--- src/design/kvot_pkg.sv ---
// Package: parse modes, result codes, field widths and byte classes for the option tokenizer.
`timescale 1ns / 1ps
`default_nettype none

package kvot_pkg;

  // Field widths
  localparam int unsigned CharW   = 8;
  localparam int unsigned KindW   = 2;
  localparam int unsigned StatusW = 2;
  localparam int unsigned ModeW   = 4;

  // Special bytes
  localparam logic [CharW-1:0] ChEquals    = 8'h3D;
  localparam logic [CharW-1:0] ChQuote     = 8'h27;
  localparam logic [CharW-1:0] ChBackslash = 8'h5C;
  localparam logic [CharW-1:0] ChSpace     = 8'h20;
  localparam logic [CharW-1:0] ChTab       = 8'h09;
  localparam logic [CharW-1:0] ChCr        = 8'h0D;

  // Parser modes
  typedef enum logic [ModeW-1:0] {
    MODE_SKIP_PRE    = 4'd0,
    MODE_NAME        = 4'd1,
    MODE_NAME_TRAIL  = 4'd2,
    MODE_SKIP_POST   = 4'd3,
    MODE_VAL_UNQ     = 4'd4,
    MODE_VAL_UNQ_ESC = 4'd5,
    MODE_VAL_Q       = 4'd6,
    MODE_VAL_Q_ESC   = 4'd7,
    MODE_ERROR       = 4'd8
  } mode_e;

  // Kind of byte carried in a result
  typedef enum logic [KindW-1:0] {
    KIND_NONE  = 2'd0,
    KIND_NAME  = 2'd1,
    KIND_VALUE = 2'd2
  } kind_e;

  // Status codes
  typedef enum logic [StatusW-1:0] {
    ST_OK     = 2'd0,
    ST_NO_EQ  = 2'd1,
    ST_UNTERM = 2'd2
  } status_e;

  // One result item
  typedef struct packed {
    logic [CharW-1:0] char_out;
    kind_e            char_kind;
    logic             name_done;
    logic             pair_done;
    status_e          status;
    logic             text_done;
  } result_t;

  // Blank bytes: tab through carriage return, and space
  function automatic logic is_blank(input logic [CharW-1:0] c);
    return (c == ChSpace) || ((c >= ChTab) && (c <= ChCr));
  endfunction

endpackage

`default_nettype wire

--- src/design/kvot_if.sv ---
// Interfaces: option text input channel and token result channel.
`timescale 1ns / 1ps
`default_nettype none

interface kvot_text_if;
  logic                        valid;
  logic                        ready;
  logic [kvot_pkg::CharW-1:0]  text_char;
  logic                        is_end;

  modport source (output valid, output text_char, output is_end, input ready);
  modport sink   (input valid, input text_char, input is_end, output ready);
endinterface

interface kvot_result_if;
  logic                          valid;
  logic                          ready;
  logic [kvot_pkg::CharW-1:0]    char_out;
  logic [kvot_pkg::KindW-1:0]    char_kind;
  logic                          name_done;
  logic                          pair_done;
  logic [kvot_pkg::StatusW-1:0]  status;
  logic                          text_done;

  modport source (output valid, output char_out, output char_kind, output name_done,
                  output pair_done, output status, output text_done, input ready);
  modport sink   (input valid, input char_out, input char_kind, input name_done,
                  input pair_done, input status, input text_done, output ready);
endinterface

`default_nettype wire

--- src/design/kvot_step.sv ---
// Next-mode and result logic for one byte or end item of the option text.
`timescale 1ns / 1ps
`default_nettype none

module kvot_step (
  input  kvot_pkg::mode_e                mode_i,
  input  logic [kvot_pkg::CharW-1:0]     text_char_i,
  input  logic                           is_end_i,
  output kvot_pkg::mode_e                mode_o,
  output kvot_pkg::result_t              result_o
);

  logic blank;
  assign blank = kvot_pkg::is_blank(text_char_i);

  always_comb begin
    mode_o             = mode_i;
    result_o           = '0;
    result_o.char_kind = kvot_pkg::KIND_NONE;
    result_o.status    = kvot_pkg::ST_OK;

    if (is_end_i) begin
      // End item: close whatever is open and rearm for the next text
      result_o.text_done = 1'b1;
      mode_o             = kvot_pkg::MODE_SKIP_PRE;
      case (mode_i)
        kvot_pkg::MODE_NAME,
        kvot_pkg::MODE_NAME_TRAIL:  result_o.status = kvot_pkg::ST_NO_EQ;
        kvot_pkg::MODE_SKIP_POST,
        kvot_pkg::MODE_VAL_UNQ,
        kvot_pkg::MODE_VAL_UNQ_ESC: result_o.pair_done = 1'b1;
        kvot_pkg::MODE_VAL_Q,
        kvot_pkg::MODE_VAL_Q_ESC:   result_o.status = kvot_pkg::ST_UNTERM;
        default: ;
      endcase
    end else begin
      unique case (mode_i)
        kvot_pkg::MODE_SKIP_PRE: begin
          if (blank) begin
            mode_o = mode_i;
          end else if (text_char_i == kvot_pkg::ChEquals) begin
            result_o.name_done = 1'b1;
            mode_o             = kvot_pkg::MODE_SKIP_POST;
          end else begin
            result_o.char_out  = text_char_i;
            result_o.char_kind = kvot_pkg::KIND_NAME;
            mode_o             = kvot_pkg::MODE_NAME;
          end
        end
        kvot_pkg::MODE_NAME: begin
          if (text_char_i == kvot_pkg::ChEquals) begin
            result_o.name_done = 1'b1;
            mode_o             = kvot_pkg::MODE_SKIP_POST;
          end else if (blank) begin
            mode_o = kvot_pkg::MODE_NAME_TRAIL;
          end else begin
            result_o.char_out  = text_char_i;
            result_o.char_kind = kvot_pkg::KIND_NAME;
          end
        end
        kvot_pkg::MODE_NAME_TRAIL: begin
          if (text_char_i == kvot_pkg::ChEquals) begin
            result_o.name_done = 1'b1;
            mode_o             = kvot_pkg::MODE_SKIP_POST;
          end else if (!blank) begin
            result_o.status = kvot_pkg::ST_NO_EQ;
            mode_o          = kvot_pkg::MODE_ERROR;
          end
        end
        kvot_pkg::MODE_SKIP_POST: begin
          if (blank) begin
            mode_o = mode_i;
          end else if (text_char_i == kvot_pkg::ChQuote) begin
            mode_o = kvot_pkg::MODE_VAL_Q;
          end else if (text_char_i == kvot_pkg::ChBackslash) begin
            mode_o = kvot_pkg::MODE_VAL_UNQ_ESC;
          end else begin
            result_o.char_out  = text_char_i;
            result_o.char_kind = kvot_pkg::KIND_VALUE;
            mode_o             = kvot_pkg::MODE_VAL_UNQ;
          end
        end
        kvot_pkg::MODE_VAL_UNQ: begin
          if (blank) begin
            result_o.pair_done = 1'b1;
            mode_o             = kvot_pkg::MODE_SKIP_PRE;
          end else if (text_char_i == kvot_pkg::ChBackslash) begin
            mode_o = kvot_pkg::MODE_VAL_UNQ_ESC;
          end else begin
            result_o.char_out  = text_char_i;
            result_o.char_kind = kvot_pkg::KIND_VALUE;
          end
        end
        kvot_pkg::MODE_VAL_UNQ_ESC: begin
          result_o.char_out  = text_char_i;
          result_o.char_kind = kvot_pkg::KIND_VALUE;
          mode_o             = kvot_pkg::MODE_VAL_UNQ;
        end
        kvot_pkg::MODE_VAL_Q: begin
          if (text_char_i == kvot_pkg::ChBackslash) begin
            mode_o = kvot_pkg::MODE_VAL_Q_ESC;
          end else if (text_char_i == kvot_pkg::ChQuote) begin
            result_o.pair_done = 1'b1;
            mode_o             = kvot_pkg::MODE_SKIP_PRE;
          end else begin
            result_o.char_out  = text_char_i;
            result_o.char_kind = kvot_pkg::KIND_VALUE;
          end
        end
        kvot_pkg::MODE_VAL_Q_ESC: begin
          result_o.char_out  = text_char_i;
          result_o.char_kind = kvot_pkg::KIND_VALUE;
          mode_o             = kvot_pkg::MODE_VAL_Q;
        end
        // Error mode and unused codes: drop bytes until the end item
        default: mode_o = kvot_pkg::MODE_ERROR;
      endcase
    end
  end

endmodule

`default_nettype wire

--- src/design/key_value_option_tokenizer.sv ---
// Top level: option text tokenizer with input register, step logic and result register.
//
//   channel   dir   modport  payload
//   text_i    in    sink     text_char[7:0], is_end
//   result_o  out   source   char_out[7:0], char_kind[1:0], name_done, pair_done,
//                            status[1:0], text_done
//
// One result per accepted item; each item passes the input register, then the result
// register, which drives result_o.valid and the result payload.
// One item per clock while result_o is ready; the parse mode register is the only loop.
// rst_ni clears the valid flags and returns the parser to skipping blanks before a name.
// A stalled result holds the result register; the input register still takes one
// more item, and the input stalls only when both registers are full.
`timescale 1ns / 1ps
`default_nettype none

module key_value_option_tokenizer (
  input  logic          clk_i,
  input  logic          rst_ni,
  kvot_text_if.sink     text_i,
  kvot_result_if.source result_o
);

  // Input register
  logic                        in_valid_q;
  logic [kvot_pkg::CharW-1:0]  in_char_q;
  logic                        in_end_q;

  // Parser state and result register
  kvot_pkg::mode_e             mode_q, mode_d;
  kvot_pkg::result_t           res_d, res_q;
  logic                        out_valid_q;

  logic advance;
  logic in_take;

  // Move the held item into the result register when that register is free
  assign advance      = in_valid_q && (!out_valid_q || result_o.ready);
  assign text_i.ready = !in_valid_q || advance;
  assign in_take      = text_i.valid && text_i.ready;

  kvot_step u_step (
    .mode_i      (mode_q),
    .text_char_i (in_char_q),
    .is_end_i    (in_end_q),
    .mode_o      (mode_d),
    .result_o    (res_d)
  );

  // Control state
  always_ff @(posedge clk_i or negedge rst_ni) begin
    if (!rst_ni) begin
      in_valid_q  <= 1'b0;
      out_valid_q <= 1'b0;
      mode_q      <= kvot_pkg::MODE_SKIP_PRE;
    end else begin
      if (in_take) begin
        in_valid_q <= 1'b1;
      end else if (advance) begin
        in_valid_q <= 1'b0;
      end
      if (advance) begin
        out_valid_q <= 1'b1;
        mode_q      <= mode_d;
      end else if (result_o.ready) begin
        out_valid_q <= 1'b0;
      end
    end
  end

  // Payload registers
  always_ff @(posedge clk_i) begin
    if (in_take) begin
      in_char_q <= text_i.text_char;
      in_end_q  <= text_i.is_end;
    end
    if (advance) begin
      res_q <= res_d;
    end
  end

  // Result channel
  assign result_o.valid     = out_valid_q;
  assign result_o.char_out  = res_q.char_out;
  assign result_o.char_kind = res_q.char_kind;
  assign result_o.name_done = res_q.name_done;
  assign result_o.pair_done = res_q.pair_done;
  assign result_o.status    = res_q.status;
  assign result_o.text_done = res_q.text_done;

endmodule

`default_nettype wire
--- src/flat_wrapper.sv ---
// flat-port wrapper written by rule: the top's interface ports become plain ports
module key_value_option_tokenizer_flat 
  (clk_i, rst_ni, text_i_valid, text_i_text_char, text_i_is_end, text_i_ready, result_o_valid, result_o_char_out, result_o_char_kind, result_o_name_done, result_o_pair_done, result_o_status, result_o_text_done, result_o_ready);
  kvot_text_if text_i_i ();
  kvot_result_if result_o_i ();
  input  logic clk_i;
  input  logic rst_ni;
  input wire logic [$bits(text_i_i.valid)-1:0] text_i_valid;
  input wire logic [$bits(text_i_i.text_char)-1:0] text_i_text_char;
  input wire logic [$bits(text_i_i.is_end)-1:0] text_i_is_end;
  output wire logic [$bits(text_i_i.ready)-1:0] text_i_ready;
  output wire logic [$bits(result_o_i.valid)-1:0] result_o_valid;
  output wire logic [$bits(result_o_i.char_out)-1:0] result_o_char_out;
  output wire logic [$bits(result_o_i.char_kind)-1:0] result_o_char_kind;
  output wire logic [$bits(result_o_i.name_done)-1:0] result_o_name_done;
  output wire logic [$bits(result_o_i.pair_done)-1:0] result_o_pair_done;
  output wire logic [$bits(result_o_i.status)-1:0] result_o_status;
  output wire logic [$bits(result_o_i.text_done)-1:0] result_o_text_done;
  input wire logic [$bits(result_o_i.ready)-1:0] result_o_ready;
  assign text_i_i.valid = text_i_valid;
  assign text_i_i.text_char = text_i_text_char;
  assign text_i_i.is_end = text_i_is_end;
  assign text_i_ready = text_i_i.ready;
  assign result_o_valid = result_o_i.valid;
  assign result_o_char_out = result_o_i.char_out;
  assign result_o_char_kind = result_o_i.char_kind;
  assign result_o_name_done = result_o_i.name_done;
  assign result_o_pair_done = result_o_i.pair_done;
  assign result_o_status = result_o_i.status;
  assign result_o_text_done = result_o_i.text_done;
  assign result_o_i.ready = result_o_ready;
  key_value_option_tokenizer u_core (.clk_i(clk_i), .rst_ni(rst_ni), .text_i(text_i_i), .result_o(result_o_i));
endmodule
--- config.mk ---
export PLATFORM = sky130hd
export DESIGN_NAME = key_value_option_tokenizer_flat
export DESIGN_NICKNAME = d
export VERILOG_FILES = /design/src/design/kvot_pkg.sv /design/src/design/kvot_if.sv /design/src/design/kvot_step.sv /design/src/design/key_value_option_tokenizer.sv /design/src/flat_wrapper.sv
export SDC_FILE = /design/constraint.sdc
export NUM_CORES = 1
export LEC_CHECK = 0
export ABC_AREA = 1
export BUFFER_PORTS_ARGS = -buffer_cell sky130_fd_sc_hd__clkbuf_2
export CAP_MARGIN = 30
export CORE_AREA = 2 2 80 82
export DETAILED_ROUTE_END_ITERATION = 8
export DIE_AREA = 0 0 82 84
export SKIP_CTS_REPAIR_TIMING = 1
export SYNTH_ARGS = -nofsm -noshare
export SYNTH_HDL_FRONTEND = slang
export SYNTH_SLANG_ARGS = --single-unit
--- constraint.sdc ---
create_clock -name clk_i -period 1.38 [get_ports clk_i]
set_input_delay 0.207 -clock clk_i [delete_from_list [all_inputs] [get_ports clk_i]]
set_output_delay 0.207 -clock clk_i [all_outputs]
set_load 0.01 [all_outputs]
## Word level (Yosys, flattened, before mapping)

Cells that the tools add are included.

- Magnitude comparators: 2
- Equality and inequality tests: 17
- Muxes and demuxes: 43
- Reduce and logical (&&, ||, !) cells: 16

Operator list:

| cell | count |
|---|---|
| $mux 10 | 9 |
| $pmux 10 s6 | 1 |
| $mux 4 | 11 |
| $pmux 4 s8 | 1 |
| $eq 8x6->1 const B | 3 |
| $eq 4x3->1 const B | 4 |
| $ne 4x3->1 const B | 4 |
| $mux 1 | 12 |
| $mux 11 | 1 |
| $eq 4x2->1 const B | 2 |
| $eq 8x7->1 const B | 1 |
| $ge 8x4->1 const B | 1 |
| $le 8x4->1 const B | 1 |
| $mux 2 | 4 |
| $reduce_and 7->1 | 1 |
| $ne 3x2->1 const B | 2 |
| $reduce_or 2->1 | 3 |
| $eq 4x1->1 const B | 1 |
| $logic_not 4->1 | 1 |
| $pmux 1 s2 | 2 |
| $pmux 2 s2 | 1 |
| $reduce_bool 2->1 | 2 |
| $logic_and 1x1->1 | 3 |
| $logic_or 1x1->1 | 3 |
| 3 further kinds | 4 |

- Register bits after elaboration: 30
- Input port bits: 13
- Output and inout bits: 17
- Word-level logic and storage cells: 89

## Depth between registers and ports, before layout

- Depth after elaboration: 7
- Mapped depth: 12
- Mapped depth without buffers: 12

## Modules after synthesis

From an unflattened synthesis, not the netlist that was laid out.

- Cells, all modules: 221
- Area total of the unflattened synthesis: 1829.3 um^2

Modules (own cells, without submodules):

| module | times used | cells each | area an instance (um^2) | seq. area each (um^2) |
|---|---|---|---|---|
| key_value_option_tokenizer | 1 | 51 | 958.4 | 870.8 |
| kvot_step | 1 | 170 | 870.8 | 0.0 |

## Worst setup path after synthesis

Ideal clock, no wire load.

- Kind: flip-flop to flip-flop
- Start: register u_core.in_char_q[4] (netlist bit)
- End: register u_core.res_q, in the netlist u_core.result_o.char_out[3] (data pin)
- Setup time: 0.264 ns
- Arrival: 1.252 ns
- Data required time: 1.116 ns
- Path slack: -0.136 ns
- Cell stages (with the launch flop): 11
- Buffers on the path: 0
- Period minus slack after synthesis: 1.516 ns
- Path through: edfxtp_1 -> inv_1 -> nand2_1 -> nor2_1 -> nand2_1 -> nand2_1 -> nand2_1 -> nand3_2 -> nand3_1 -> nand2_1 -> nor2_2

- Cells in the longest elaborated chain, start to end: 6
- Elaborated cells on any way between the ends: 19
- Those cells by class: order compare: 2; eq/ne: 4; mux: 11; reduce/logical: 2

Ends and longest elaborated chain:

| what | RTL line | RTL |
|---|---|---|
| start, declared | key_value_option_tokenizer.sv:26 | `logic [kvot_pkg::CharW-1:0] in_char_q;` |
| start signal, assigned | key_value_option_tokenizer.sv:74 | `in_char_q <= text_i.text_char;` |
| $ge 8x4->1 / $le 8x4->1 (equally long branches) | kvot_pkg.sv:60 | `return (c == ChSpace) \|\| ((c >= ChTab) && (c <= ChCr));` |
| $logic_and 1x1->1 | kvot_pkg.sv:60 |  |
| $logic_or 1x1->1 | kvot_pkg.sv:60 |  |
| $mux 10 | kvot_step.sv:54 | `end else if (blank) begin` |
| $mux 10 | kvot_step.sv:51 | `if (text_char_i == kvot_pkg::ChEquals) begin` |
| $pmux 10 s6 (*) | kvot_step.sv:37 | `unique case (mode_i)` |
| end signal, assigned | key_value_option_tokenizer.sv:78 | `res_q <= res_d;` |
| end, declared | key_value_option_tokenizer.sv:31 | `kvot_pkg::result_t res_d, res_q;` |

Every way passes the cells marked *; elsewhere a longest branch is shown, timed or not.
A chain may end at the register's enable or synchronous reset.

## Worst setup path after layout

- Start: register u_core.in_char_q[6] (netlist bit)
- End: register u_core.res_q, in the netlist u_core.result_o.char_out[3] (data pin)

Same word-level chain as after synthesis.

==> metrics <==
final setup margin=-0.213 ns; Slew @ Worst Pin=0.325 ns; Die Ht=84 um; synth warn=0; post-layout min period=1.59 ns; via count=1676; share of cells above drive strength 1=0.480; Worst VDD drop=0.576 mV; synth-to-layout area growth=49.8%; cell count after synthesis=217; crit path max fanout=4; Max-Cap Viols=0; DR iter-0 viols=88; io pins=30; Yosys cell types=21; Final setup viols=16; Lkg Pwr=1.27 nW; crit path from=u_core.in_char_q[6]; outcome=finished with violations; port buffer count=29; Worst path max stage delay=0.44 ns; first-pass GRT wire length=6.93 mm; Setup crit end=u_core.result_o.char_out[3]; post-synthesis sequential area ratio=0.501; final hold slack=0.0847 ns; number of global-route vias before repair=1538; Final period util=1.15; core area=0.00610 mm2; R2R depth=10; routability cong.=0.885; Critical Path AT=1.65 ns; Critical Path RT=1.43 ns; Fillers=608; Max Slew Vio Count=0; Vias/cell=4.45; Reg clk slew, reported paths=0.07 ns; TritonCTS Buffers=5; Initial Utilization=0.285; DP HPWL=3.44 mm; R2R Path Start=u_core.in_char_q[6]; CP max-delay cell=edfxtp_1; CTS Root Cell=clkbuf_8; antenna cells=0; clk_lat worst skew=0.29 ns; grt ovf=0; die area=0.00689 mm2; critical path class=flip-flop to flip-flop; failing checks=negative setup slack; Yosys reg bits=30; Post-route DRC=0; Peak Freq=628 MHz; Synth Net Count=230; PD cells=1480 mW/mm2; DP Worst Slack=-0.231 ns; CTS sink count=30; drt pass-1 iters=4; Critical R2R Capture=u_core.result_o.char_out[3]; total power=3.84 mW; wire length per cell=11.9 um; Total Routed Length=4.47 mm; Worst slew margin=0.783; Total Routing Usage GR=0.134; CP bufs+invs=1; cell depth of the worst setup path=10; number of antenna violations at the first check in global routing=0; CP endpoint kind=flip-flop; Worst Hold Class=input pin to flip-flop; # nets final=312; Max Root-Sink Buffers=2; largest net degree at the start of global routing=16; num rows=29; r2r setup slk=-0.21 ns; mean post-synth cell area=8.00 um2; CP most frequent cell=nand2_2; CTS tree=done; Die X=82 um; critical path launch point type=flip-flop; CP top delay family=simple AND/OR/NAND/NOR gates; Netlist Area Pre-Place=0.00174 mm2; clk_skew=0.00918 ns; unrepaired setup endpoints after global routing=true; Final ANT Viol Nets=0; Storage cell area=871 um2; H-tree depth=2; CP Cell Sequence=inv_1 -> nand2_2 -> nor2_2 -> nand2_2 -> nand2_4 -> nor2_4 -> nand2_4 -> nand3_2 -> nand2_2 -> nor2_2; Multi-input gate area=867 um2; Fin. Hold Viols=0
## through the flow
stage,instance area [um2],util,setup TNS (ns),cells
2_1_floorplan,1750,-,-0.585,217
3_3_place_gp,2340,0.383,-2.68,365
3_5_place_dp,2340,0.383,-2.95,365
4_1_cts,2420,0.397,-3.09,373
5_1_grt,2600,0.427,-4.33,377
6_report,2600,0.427,-2.87,377
## how the worst min path moves through the flow
stage	cells past startpoint	endpoint	startpoint	slack [ns]
finish	1	u_core.in_end_q	text_i_is_end	0.08
global placement	1	u_core.mode_q[0]	rst_ni	0.04
detailed placement	1	u_core.mode_q[0]	rst_ni	0.04
floorplan	0	u_core.in_valid_q	rst_ni	-0.09
CTS	1	u_core.mode_q[0]	rst_ni	-0.27
global route	1	u_core.in_char_q[1]	text_i_text_char[1]	0.09
## routing by layer
layer,vias to the layer above,GRT usage,share of wire
met4,0,0.0455,0.017
met3,8,0.0325,0.055
li1,863,-,-
met2,46,0.211,0.49
met1,759,0.176,0.44
met5,-,0,0
## layout by cell type (no fill, tap or decap), drive strengths merged, types with 3 or more instances in the layout
cell type / Yosys / layout
nand2: 61 / 61
buf: 1 / 48
nor2: 40 / 40
inv: 35 / 35
clkbuf: 2 / 34
nand3: 30 / 30
edfxtp: 24 / 24
dfrtp: 6 / 6
a21oi: 6 / 6
o21ai: 4 / 4
nand4: 3 / 3
## sequential cells by signal, indices dropped and copies added, names as in the netlist
name                       cells
u_core.result_o.char_out       8
u_core.result_o.valid          1
u_core.in_char_q               8
u_core.result_o.text_done      1
u_core.result_o.pair_done      1
u_core.mode_q                  4
u_core.result_o.status         2
u_core.result_o.name_done      1
u_core.in_valid_q              1
u_core.in_end_q                1
u_core.result_o.char_kind      2
## synthesized netlist by cell type
cell type | instances | area [um2]
nor2_1 | 31 | 116
nor2_2 | 5 | 31.3
a21oi_1 | 6 | 30.0
inv_2 | 3 | 11.3
nand2_4 | 1 | 11.3
nand3_2 | 3 | 30.0
nand4_1 | 3 | 18.8
edfxtp_1 | 24 | 721
inv_1 | 32 | 120
a32o_1 | 1 | 10.0
dfrtp_1 | 6 | 150
buf_6 | 1 | 11.3
clkbuf_1 | 2 | 7.51
nand2_2 | 7 | 43.8
nor3_1 | 2 | 10.0
o21a_1 | 1 | 7.51
nand3_1 | 27 | 135
o21ai_0 | 4 | 20.0
nand2_1 | 53 | 199
a211oi_1 | 1 | 7.51
nor2_4 | 4 | 45.0
## layout make-up
type,instances,area share
Sequential cell,30,0.335
Multi-Input combinational cell,149,0.333
Timing Repair Buffer,78,0.211
Inverter,35,0.0515
Tap cell,77,0.0370
Clock buffer,5,0.0265
Clock inverter,3,0.00625
## report_power, final
group | total (mW) | internal [mW] | switching, mW | leakage, nW
sequential | 1.30 | 1.19 | 0.107 | 0.313
combinational | 1.85 | 0.832 | 1.02 | 0.919
clock | 0.692 | 0.344 | 0.347 | 0.0416
## cell families after synthesis
kind of cell / share of synthesized area
compound gates: 0.0432
buf+inv: 0.0865
flops: 0.501
simple gates: 0.369
(Power assumes the default switching activity.)
